## config.mk

```make
export PLATFORM = sky130hd
export DESIGN_NAME = tlb_lru_tagged_core
export DESIGN_NICKNAME = d
export VERILOG_FILES = /design/src/sv/tlb_pkg.sv /design/src/sv/tlb_lru_tagged_core.sv /design/src/sv/tlb_entry_ram.sv /design/src/sv/tlb_age_cmp.sv
export SDC_FILE = /design/constraint.sdc
export NUM_CORES = 1
export LEC_CHECK = 0
export BUFFER_PORTS_ARGS = -buffer_cell sky130_fd_sc_hd__buf_2
export CAP_MARGIN = 20
export CORE_UTILIZATION = 60
export CTS_BUF_LIST = sky130_fd_sc_hd__clkbuf_4 sky130_fd_sc_hd__clkbuf_8
export DETAILED_ROUTE_END_ITERATION = 6
export PLACE_DENSITY_LB_ADDON = 0.2
export SETUP_SLACK_MARGIN = 0.02
export SLEW_MARGIN = 30
export SYNTH_ARGS = -nofsm -noshare
export SYNTH_HDL_FRONTEND = slang
export SYNTH_SLANG_ARGS = --single-unit
```

## constraint.sdc

```tcl
create_clock -name clk -period 11.2 [get_ports clk]
set_input_delay 0.56 -clock clk [delete_from_list [all_inputs] [get_ports clk]]
set_output_delay 0.56 -clock clk [all_outputs]
set_load 0.01 [all_outputs]
```

## src/sv/tlb_pkg.sv

```systemverilog
`timescale 1ns / 1ps

package tlb_pkg;

    // Default sizes of the buffer; the core takes these as its parameter defaults.
    localparam int TLB_ENTRIES_DEF = 8;
    localparam int FRAME_COUNT_DEF = 64;
    localparam int AGE_BITS_DEF    = 16;

    // Fixed field widths of the request and response beats.
    localparam int PROC_W  = 8;
    localparam int PAGE_W  = 16;
    localparam int FRAME_W = 6;
    localparam int SLOT_W  = 3;
    localparam int COUNT_W = 4;

    typedef enum logic [1:0] {
        ACT_LOOKUP,
        ACT_UPDATE,
        ACT_INVAL,
        ACT_FLUSH
    } action_t;

    typedef struct packed {
        action_t              action;
        logic [PROC_W-1:0]    proc_id;
        logic [PAGE_W-1:0]    page_number;
        logic [FRAME_W-1:0]   frame_in;
    } tlb_req_t;

    typedef struct packed {
        logic                 hit;
        logic [FRAME_W-1:0]   frame_out;
        logic [SLOT_W-1:0]    slot;
        logic                 replaced;
        logic [COUNT_W-1:0]   removed_count;
    } tlb_rsp_t;

    // Flags produced by the shared entry comparator for one entry.
    typedef struct packed {
        logic tag_hit;
        logic proc_hit;
        logic older;
    } cmp_flags_t;

    // Reduce an entry index to the width of the slot field.
    function automatic logic [SLOT_W-1:0] slot_of(input logic [31:0] idx);
        return idx[SLOT_W-1:0];
    endfunction

    // Reduce an entry count to the width of the removed_count field.
    function automatic logic [COUNT_W-1:0] count_of(input logic [31:0] cnt);
        return cnt[COUNT_W-1:0];
    endfunction

endpackage

```

## src/sv/tlb_lru_tagged_core.sv

```systemverilog
`timescale 1ns / 1ps

// Fully associative translation buffer, tagged by process id and page number,
// with per-entry saturating age counters for least-recently-used replacement.
// Requests arrive on the req channel and one response beat leaves on the rsp
// channel for every request beat; a beat moves when valid is high and stall
// is low. The block handles one request at a time: req_stall is high from
// the cycle after a request is taken until its response has been loaded into
// the output register. Entries live in a single-port-read memory that one
// shared comparator walks, one entry per cycle. A lookup, a refreshing
// update, an invalidate or a flush goes from accept to response through one
// scan pass over the memory, whose read data is registered, then a decision
// state and a hand-off state. An inserting update adds a second pass that
// writes back the aged counters and the new entry before the hand-off.
// A stalled response holds in the output register; the next request is taken
// meanwhile, and its response waits in the hand-off state until the register
// frees. Reset clears the valid bits, so the buffer starts empty and needs no
// clearing pass; the memory contents of invalid entries are never used.
module tlb_lru_tagged_core import tlb_pkg::*; #(
    parameter int TLB_ENTRIES = TLB_ENTRIES_DEF,
    parameter int FRAME_COUNT = FRAME_COUNT_DEF,
    parameter int AGE_BITS    = AGE_BITS_DEF
) (
    input  logic     clk,
    input  logic     rst_n,
    input  logic     req_valid,
    output logic     req_stall,
    input  tlb_req_t req,
    output logic     rsp_valid,
    input  logic     rsp_stall,
    output tlb_rsp_t rsp
);

    localparam int IDX_W  = $clog2(TLB_ENTRIES);
    localparam int CNT_W  = $clog2(TLB_ENTRIES + 1);
    localparam int WORD_W = PROC_W + PAGE_W + FRAME_W + AGE_BITS;

    localparam logic [CNT_W-1:0] ALL_CNT  = CNT_W'(TLB_ENTRIES);
    localparam logic [IDX_W-1:0] LAST_IDX = IDX_W'(TLB_ENTRIES - 1);
    localparam logic [16:0]      FRAME_LIMIT = 17'(FRAME_COUNT);

    typedef enum logic [2:0] {
        S_IDLE,
        S_SCAN,
        S_DECIDE,
        S_AGE,
        S_DONE
    } state_t;

    state_t                 state_reg, state_next;
    tlb_req_t               req_reg, req_next;
    logic [TLB_ENTRIES-1:0] valid_reg, valid_next;

    // Read sequencer: rd_cnt issues addresses, check_* marks the entry whose
    // data arrives from the memory this cycle.
    logic [CNT_W-1:0]       rd_cnt_reg, rd_cnt_next;
    logic                   check_vld_reg, check_vld_next;
    logic [IDX_W-1:0]       check_idx_reg, check_idx_next;

    // Scan results.
    logic                   found_reg, found_next;
    logic [IDX_W-1:0]       match_idx_reg, match_idx_next;
    logic [FRAME_W-1:0]     match_frame_reg, match_frame_next;
    logic                   free_found_reg, free_found_next;
    logic [IDX_W-1:0]       free_idx_reg, free_idx_next;
    logic [IDX_W-1:0]       oldest_idx_reg, oldest_idx_next;
    logic [AGE_BITS-1:0]    oldest_age_reg, oldest_age_next;
    logic [CNT_W-1:0]       flush_cnt_reg, flush_cnt_next;
    logic [IDX_W-1:0]       flush_first_reg, flush_first_next;
    logic [IDX_W-1:0]       victim_reg, victim_next;

    tlb_rsp_t               res_reg, res_next;
    logic                   rsp_valid_reg, rsp_valid_next;
    tlb_rsp_t               rsp_reg, rsp_next;

    // Memory and comparator connections.
    logic                   ram_we;
    logic [IDX_W-1:0]       ram_waddr;
    logic [WORD_W-1:0]      ram_wdata;
    logic                   ram_re;
    logic [WORD_W-1:0]      rd_word;
    logic [PROC_W-1:0]      rd_proc;
    logic [PAGE_W-1:0]      rd_page;
    logic [FRAME_W-1:0]     rd_frame;
    logic [AGE_BITS-1:0]    rd_age;
    logic [AGE_BITS-1:0]    aged_age;
    cmp_flags_t             flags;

    logic                   last_check;
    logic                   frame_ok;
    logic [IDX_W-1:0]       victim_sel;
    logic [WORD_W-1:0]      new_word;

    assign req_stall = (state_reg != S_IDLE);
    assign rsp_valid = rsp_valid_reg;
    assign rsp       = rsp_reg;

    // Entry word layout: proc, page, frame, age from the top bit down.
    assign rd_proc  = rd_word[WORD_W-1 -: PROC_W];
    assign rd_page  = rd_word[WORD_W-PROC_W-1 -: PAGE_W];
    assign rd_frame = rd_word[AGE_BITS +: FRAME_W];
    assign rd_age   = rd_word[AGE_BITS-1:0];

    assign ram_re     = (state_reg == S_SCAN || state_reg == S_AGE) && (rd_cnt_reg != ALL_CNT);
    assign last_check = check_vld_reg && (check_idx_reg == LAST_IDX);
    assign frame_ok   = (17'(req_reg.frame_in) < FRAME_LIMIT);
    assign victim_sel = free_found_reg ? free_idx_reg : oldest_idx_reg;
    assign new_word   = {req_reg.proc_id, req_reg.page_number, req_reg.frame_in,
                         {AGE_BITS{1'b0}}};

    tlb_entry_ram #(
        .WIDTH (WORD_W),
        .DEPTH (TLB_ENTRIES)
    ) u_ram (
        .clk   (clk),
        .we    (ram_we),
        .waddr (ram_waddr),
        .wdata (ram_wdata),
        .re    (ram_re),
        .raddr (rd_cnt_reg[IDX_W-1:0]),
        .rdata (rd_word)
    );

    tlb_age_cmp #(
        .AGE_BITS (AGE_BITS)
    ) u_cmp (
        .entry_valid (valid_reg[check_idx_reg]),
        .entry_proc  (rd_proc),
        .entry_page  (rd_page),
        .entry_age   (rd_age),
        .best_age    (oldest_age_reg),
        .req_proc    (req_reg.proc_id),
        .req_page    (req_reg.page_number),
        .flags       (flags),
        .aged_age    (aged_age)
    );

    always_comb
    begin
        state_next       = state_reg;
        req_next         = req_reg;
        valid_next       = valid_reg;
        rd_cnt_next      = ram_re ? rd_cnt_reg + 1'b1 : rd_cnt_reg;
        check_vld_next   = ram_re;
        check_idx_next   = rd_cnt_reg[IDX_W-1:0];
        found_next       = found_reg;
        match_idx_next   = match_idx_reg;
        match_frame_next = match_frame_reg;
        free_found_next  = free_found_reg;
        free_idx_next    = free_idx_reg;
        oldest_idx_next  = oldest_idx_reg;
        oldest_age_next  = oldest_age_reg;
        flush_cnt_next   = flush_cnt_reg;
        flush_first_next = flush_first_reg;
        victim_next      = victim_reg;
        res_next         = res_reg;
        rsp_next         = rsp_reg;
        rsp_valid_next   = rsp_valid_reg;
        ram_we           = 1'b0;
        ram_waddr        = check_idx_reg;
        ram_wdata        = new_word;

        // The output register empties when its beat is taken.
        if (rsp_valid_reg && !rsp_stall)
        begin
            rsp_valid_next = 1'b0;
        end

        unique case (state_reg)
            S_IDLE:
            begin
                if (req_valid)
                begin
                    req_next         = req;
                    rd_cnt_next      = '0;
                    check_vld_next   = 1'b0;
                    found_next       = 1'b0;
                    free_found_next  = 1'b0;
                    oldest_idx_next  = '0;
                    oldest_age_next  = '0;
                    flush_cnt_next   = '0;
                    flush_first_next = '0;
                    state_next       = S_SCAN;
                end
            end

            S_SCAN:
            begin
                if (check_vld_reg)
                begin
                    if (flags.tag_hit && !found_reg)
                    begin
                        found_next       = 1'b1;
                        match_idx_next   = check_idx_reg;
                        match_frame_next = rd_frame;
                    end
                    if (!valid_reg[check_idx_reg] && !free_found_reg)
                    begin
                        free_found_next = 1'b1;
                        free_idx_next   = check_idx_reg;
                    end
                    // Oldest search on aged counters; ties keep the lower index.
                    if (check_idx_reg == '0 || flags.older)
                    begin
                        oldest_age_next = aged_age;
                        oldest_idx_next = check_idx_reg;
                    end
                    // A flush drops each entry of the process as the scan passes it.
                    if (req_reg.action == ACT_FLUSH && flags.proc_hit)
                    begin
                        valid_next[check_idx_reg] = 1'b0;
                        if (flush_cnt_reg == '0)
                        begin
                            flush_first_next = check_idx_reg;
                        end
                        flush_cnt_next = flush_cnt_reg + 1'b1;
                    end
                    if (last_check)
                    begin
                        state_next = S_DECIDE;
                    end
                end
            end

            S_DECIDE:
            begin
                res_next       = '0;
                rd_cnt_next    = '0;
                check_vld_next = 1'b0;
                state_next     = S_DONE;
                unique case (req_reg.action)
                    ACT_LOOKUP:
                    begin
                        if (found_reg)
                        begin
                            ram_we             = 1'b1;
                            ram_waddr          = match_idx_reg;
                            ram_wdata          = {req_reg.proc_id, req_reg.page_number,
                                                  match_frame_reg, {AGE_BITS{1'b0}}};
                            res_next.hit       = 1'b1;
                            res_next.frame_out = match_frame_reg;
                            res_next.slot      = slot_of(32'(match_idx_reg));
                        end
                    end
                    ACT_UPDATE:
                    begin
                        if (frame_ok && found_reg)
                        begin
                            ram_we        = 1'b1;
                            ram_waddr     = match_idx_reg;
                            ram_wdata     = new_word;
                            res_next.hit  = 1'b1;
                            res_next.slot = slot_of(32'(match_idx_reg));
                        end
                        else if (frame_ok)
                        begin
                            victim_next       = victim_sel;
                            res_next.replaced = 1'b1;
                            res_next.slot     = slot_of(32'(victim_sel));
                            state_next        = S_AGE;
                        end
                    end
                    ACT_INVAL:
                    begin
                        if (found_reg)
                        begin
                            valid_next[match_idx_reg] = 1'b0;
                            res_next.hit              = 1'b1;
                            res_next.slot             = slot_of(32'(match_idx_reg));
                            res_next.removed_count    = count_of(32'(1));
                        end
                    end
                    ACT_FLUSH:
                    begin
                        res_next.hit           = (flush_cnt_reg != '0);
                        res_next.slot          = slot_of(32'(flush_first_reg));
                        res_next.removed_count = count_of(32'(flush_cnt_reg));
                    end
                endcase
            end

            S_AGE:
            begin
                // Second pass: write back aged counters, and the new entry at the victim.
                if (check_vld_reg)
                begin
                    ram_we    = 1'b1;
                    ram_waddr = check_idx_reg;
                    if (check_idx_reg == victim_reg)
                    begin
                        ram_wdata = new_word;
                    end
                    else
                    begin
                        ram_wdata = {rd_proc, rd_page, rd_frame, aged_age};
                    end
                    if (last_check)
                    begin
                        valid_next[victim_reg] = 1'b1;
                        state_next             = S_DONE;
                    end
                end
            end

            S_DONE:
            begin
                if (!rsp_valid_reg || !rsp_stall)
                begin
                    rsp_next       = res_reg;
                    rsp_valid_next = 1'b1;
                    state_next     = S_IDLE;
                end
            end

            default:
            begin
                state_next = S_IDLE;
            end
        endcase
    end

    always_ff @(posedge clk or negedge rst_n)
    begin
        if (!rst_n)
        begin
            state_reg       <= S_IDLE;
            req_reg         <= '0;
            valid_reg       <= '0;
            rd_cnt_reg      <= '0;
            check_vld_reg   <= 1'b0;
            check_idx_reg   <= '0;
            found_reg       <= 1'b0;
            match_idx_reg   <= '0;
            match_frame_reg <= '0;
            free_found_reg  <= 1'b0;
            free_idx_reg    <= '0;
            oldest_idx_reg  <= '0;
            oldest_age_reg  <= '0;
            flush_cnt_reg   <= '0;
            flush_first_reg <= '0;
            victim_reg      <= '0;
            res_reg         <= '0;
            rsp_valid_reg   <= 1'b0;
            rsp_reg         <= '0;
        end
        else
        begin
            state_reg       <= state_next;
            req_reg         <= req_next;
            valid_reg       <= valid_next;
            rd_cnt_reg      <= rd_cnt_next;
            check_vld_reg   <= check_vld_next;
            check_idx_reg   <= check_idx_next;
            found_reg       <= found_next;
            match_idx_reg   <= match_idx_next;
            match_frame_reg <= match_frame_next;
            free_found_reg  <= free_found_next;
            free_idx_reg    <= free_idx_next;
            oldest_idx_reg  <= oldest_idx_next;
            oldest_age_reg  <= oldest_age_next;
            flush_cnt_reg   <= flush_cnt_next;
            flush_first_reg <= flush_first_next;
            victim_reg      <= victim_next;
            res_reg         <= res_next;
            rsp_valid_reg   <= rsp_valid_next;
            rsp_reg         <= rsp_next;
        end
    end

    // A taken request always starts a scan pass on the next cycle.
    a_accept_scans: assert property (@(posedge clk) disable iff (!rst_n)
        (req_valid && !req_stall) |=> (state_reg == S_SCAN))
        else $error("accepted request did not start a scan");

    // The memory pipeline is empty whenever the sequencer is idle.
    a_idle_no_check: assert property (@(posedge clk) disable iff (!rst_n)
        (state_reg == S_IDLE) |-> !check_vld_reg)
        else $error("read pipeline active while idle");

    // An insert never reports a hit.
    a_insert_no_hit: assert property (@(posedge clk) disable iff (!rst_n)
        rsp_valid |-> !(rsp.hit && rsp.replaced))
        else $error("response reports both hit and replaced");

    // A nonzero frame only comes back on a lookup hit.
    a_frame_on_lookup: assert property (@(posedge clk) disable iff (!rst_n)
        (rsp_valid && rsp.frame_out != '0) |->
            (rsp.hit && !rsp.replaced && rsp.removed_count == '0))
        else $error("frame returned outside a lookup hit");

    // Removed entries imply a reported hit.
    a_removed_hit: assert property (@(posedge clk) disable iff (!rst_n)
        (rsp_valid && rsp.removed_count != '0) |-> rsp.hit)
        else $error("entries removed without hit");

endmodule

```

## src/sv/tlb_entry_ram.sv

```systemverilog
`timescale 1ns / 1ps

module tlb_entry_ram #(
    parameter int WIDTH  = 46,
    parameter int DEPTH  = 8,
    parameter int ADDR_W = $clog2(DEPTH)
) (
    input  logic              clk,
    input  logic              we,
    input  logic [ADDR_W-1:0] waddr,
    input  logic [WIDTH-1:0]  wdata,
    input  logic              re,
    input  logic [ADDR_W-1:0] raddr,
    output logic [WIDTH-1:0]  rdata
);

    logic [WIDTH-1:0] mem [DEPTH];

    always_ff @(posedge clk)
    begin
        if (we)
        begin
            mem[waddr] <= wdata;
        end
    end

    always_ff @(posedge clk)
    begin
        if (re)
        begin
            rdata <= mem[raddr];
        end
    end

endmodule

```

## src/sv/tlb_age_cmp.sv

```systemverilog
`timescale 1ns / 1ps

module tlb_age_cmp import tlb_pkg::*; #(
    parameter int AGE_BITS = AGE_BITS_DEF
) (
    input  logic                entry_valid,
    input  logic [PROC_W-1:0]   entry_proc,
    input  logic [PAGE_W-1:0]   entry_page,
    input  logic [AGE_BITS-1:0] entry_age,
    input  logic [AGE_BITS-1:0] best_age,
    input  logic [PROC_W-1:0]   req_proc,
    input  logic [PAGE_W-1:0]   req_page,
    output cmp_flags_t          flags,
    output logic [AGE_BITS-1:0] aged_age
);

    localparam logic [AGE_BITS-1:0] AGE_MAX = {AGE_BITS{1'b1}};

    logic proc_eq;

    // Valid entries age by one and saturate at the top of the counter.
    assign aged_age = (entry_valid && entry_age != AGE_MAX) ? entry_age + 1'b1 : entry_age;

    assign proc_eq        = (entry_proc == req_proc);
    assign flags.proc_hit = entry_valid && proc_eq;
    assign flags.tag_hit  = entry_valid && proc_eq && (entry_page == req_page);
    assign flags.older    = (aged_age > best_age);

endmodule
```

==> reports/results.txt <==
Yosys top cell area share - 55.2%
hold_buf cts - 1
crit path launch type - flip-flop
Detail Route Antenna Nets - 0
initial antenna violation count - 1
syn nets - 1475
hold_ws - 0.104 ns
commonest non-fill, non-tap cell in the layout - edfxtp_1
GP Congestion - 0.928
IO Port Bufs - 52
Setup WS pre-CTS - 6.54 ns
mean post-synth cell area - 15.9 um^2
grt peak-use layer - met2
Post-CTS Setup Repair Bufs - 0
post-synthesis mux area share - 14.6%
DR pass1 iterations - 7
Async S/R FF share, synth - 23.2%
die span in x - 196 um
CTS tree - built
clock buffer depth - 3
Worst EP arrival - 5.23 ns
minimum clock period - 4.71 ns
ys flop type - edfxtp_1
pin count of the biggest net entering global routing - 76
Top Ports - 53
Seq/Total Area, Yosys - 69.1%
status - finished, violations left
detailed-route vias per instance - 6.10
cell-by-cell trace of the critical path - and2b_2 > mux4_2 > nor2_1 > o21ai_0 > nand2_1 > ha_1 > a41o_1 > a21oi_1 > nor3_1 > or4b_1 > a21oi_4 > mux2_2
commonest non-fill, non-tap cells in the layout - edfxtp_1 (414), nand2_1 (213), dfrtp_1 (122), mux4_2 (94), clkbuf_8 (93)
Most flops, register - u_ram.mem
unrepaired setup endpoints after global routing - no
area leader, netlist - edfxtp_1
synthesis-stage register bit count - 539
post-synthesis cell type count - 70
post-synthesis xor/xnor area fraction - 1.36%
Die ar. - 38300 um^2
Setup violations, final - 0
Crit path required time - 11.72 ns
P per Cell Area - 267 nW/um^2
simple-gate portion of the synthesized area - 7.99%
final hold vios - 0
M3 GR Usage - 5.00%
YS warnings - 0
met2 usage - 41.5%
first-pass GRT wire length - 74.3 mm
DRC - 1
LEAKAGE - 0.00946 uW
clock sinks - 539
vias - 12497
Compound-Gate Fraction of Synth Area - 3.86%
crit end category - flip-flop
failing checks - design-rule violations
Hold Path Class - in2reg
max reg flops - 368
Register-to-Register Path Depth - 12
worst slew pin tran - 0.977 ns
max frequency - 212 MHz
final WL - 48.3 mm
H-tree depth - 3
core box area - 36800 um^2
Mapped Cells - 1414
Num CTS Buffers - 85
met1 usage - 37.1%
fraction of layout cells with a size suffix above 1 - 27.0%
number of global-route vias before repair - 12851
Root Buffer - clkbuf_8
Die Span Y - 196 um
Syn-to-layout area delta - 11.2%
Final Total Pwr - 6700 uW
Starting DRT DRC Count - 1030
WL per Instance - 23.6 um
CP Max Fanout - 19
clock-pin slew on the worst setup and hold paths - 0.06 ns
post_cts resized - 0
CP Class - reg2reg
synthesized cell area - 22500 um^2
setup TNS - 0 ns
setup ws final - 6.49 ns
Final Max Slew Viols - 0
maximum vdd drop - 180 uV
worst hold stages - 3
Skew-Pair Late Insertion Delay - 0.65 ns
Synth area leaders - edfxtp_1 (55%), dfrtp_1 (14%), mux4_2 (9.4%)
adder-cell share of the synthesized area - 1.39%
Post-synth EDFFs - 414
Cell Rows - 70
final worst path period share - 42.0%
Total GRT Usage - 26.3%
GRT overflow - 0
max_cap viols - 0
Post-DP HPWL - 27.9 mm
slowest cell on the critical path - dfrtp_1
initial core utilization - 61.2%
Worst path max stage delay - 0.64 ns
Net count, final - 1568
main combinational cell family by area after synthesis - multiplexers
clk_skew - 0.0210 ns
relative max-transition margin - 34.8%
==> cells in the mapped netlist (all sizes together), types with 3 or more instances <==
cell type,number
xnor2,9
o21a,4
clkbuf,50
nor2,64
nor3b,4
edfxtp,414
and3,10
a22oi,7
a21o,4
a22o,6
or3,5
mux2,92
a31oi,7
nand2b,9
nand4,12
nor2b,9
a21oi,38
o21ai,21
nor3,9
xor2,26
and4,3
or2,4
mux2i,13
dfrtp,125
o31ai,13
nor4,6
and2,10
a211oi,6
nand3,19
inv,31
and2b,3
ha,25
nand2,215
o41ai,3
buf,18
or3b,3
mux4,94
==> power breakdown <==
part	internal [uW]	switching, uW	leakage (uW)	total (uW)
clock	860	754	0.000900	1610
sequential	2780	291	0.00546	3070
combinational	863	1150	0.00310	2010
==> routing by layer <==
metal | routed length [um] | vias to the layer above
li1 | - | 5562
met1 | 20900 | 6401
met2 | 23000 | 448
met3 | 3130 | 86
met4 | 1290 | 0
met5 | 0 | -
==> worst max-delay path: cells and delay by family, from the launching register on <==
family	cells	cell delay [ns]
DFF	1	0.64
and+or+nand+nor	5	1.55
muxes	2	0.92
adders and majority gates	1	0.25
AOI/OAI and AO/OA	4	1.20
==> final timing paths <==
| path | slack, ns | endpoint | startpoint |
|---|---|---|---|
| worst max register to register | 6.49 | oldest_idx_reg[1] | check_idx_reg[1] |
| worst min register to register | 0.47 | res_reg[4] | res_reg[4] |
| max in group asynchronous | 9.42 | rd_cnt_reg[0] | rst_n |
| worst max-delay path | 6.49 | oldest_idx_reg[1] | check_idx_reg[1] |
| worst min-delay path | 0.10 | new_word[20] | req[4] |
| min in group asynchronous | 0.56 | oldest_age_reg[11] | rst_n |
==> cells by family (layout without fill, tap and decap cells) <==
logic type	count (synthesis)	count (layout)
AOI/OAI and AO/OA	127	127
other	0	1
muxes	199	199
DFF	539	539
xor gates and xnor gates	35	35
adders and majority gates	25	25
buffers and inverters	99	264
and+or+nand+nor	390	390
==> through the flow <==
step / instance area (um^2) / util (%) / instances
4_1_cts: 25100 / 68.1 / 2047
2_1_floorplan: 22500 / - / 1414
3_3_place_gp: 23300 / 63.4 / 1885
3_5_place_dp: 23400 / 63.5 / 1887
6_report: 25100 / 68.1 / 2048
5_1_grt: 25100 / 68.1 / 2048
==> final cells by class <==
class / instances / area (um^2)
diodes: 1 / 2.50
repair buffers: 74 / 454
multi-input cells: 776 / 6650
inverters: 31 / 116
well taps: 468 / 586
clock buffers: 119 / 1480
fillers: 2465 / 11700
flip-flops and latches: 539 / 15600
clock inverters: 40 / 204
Power figures use the tool's default switching activity.
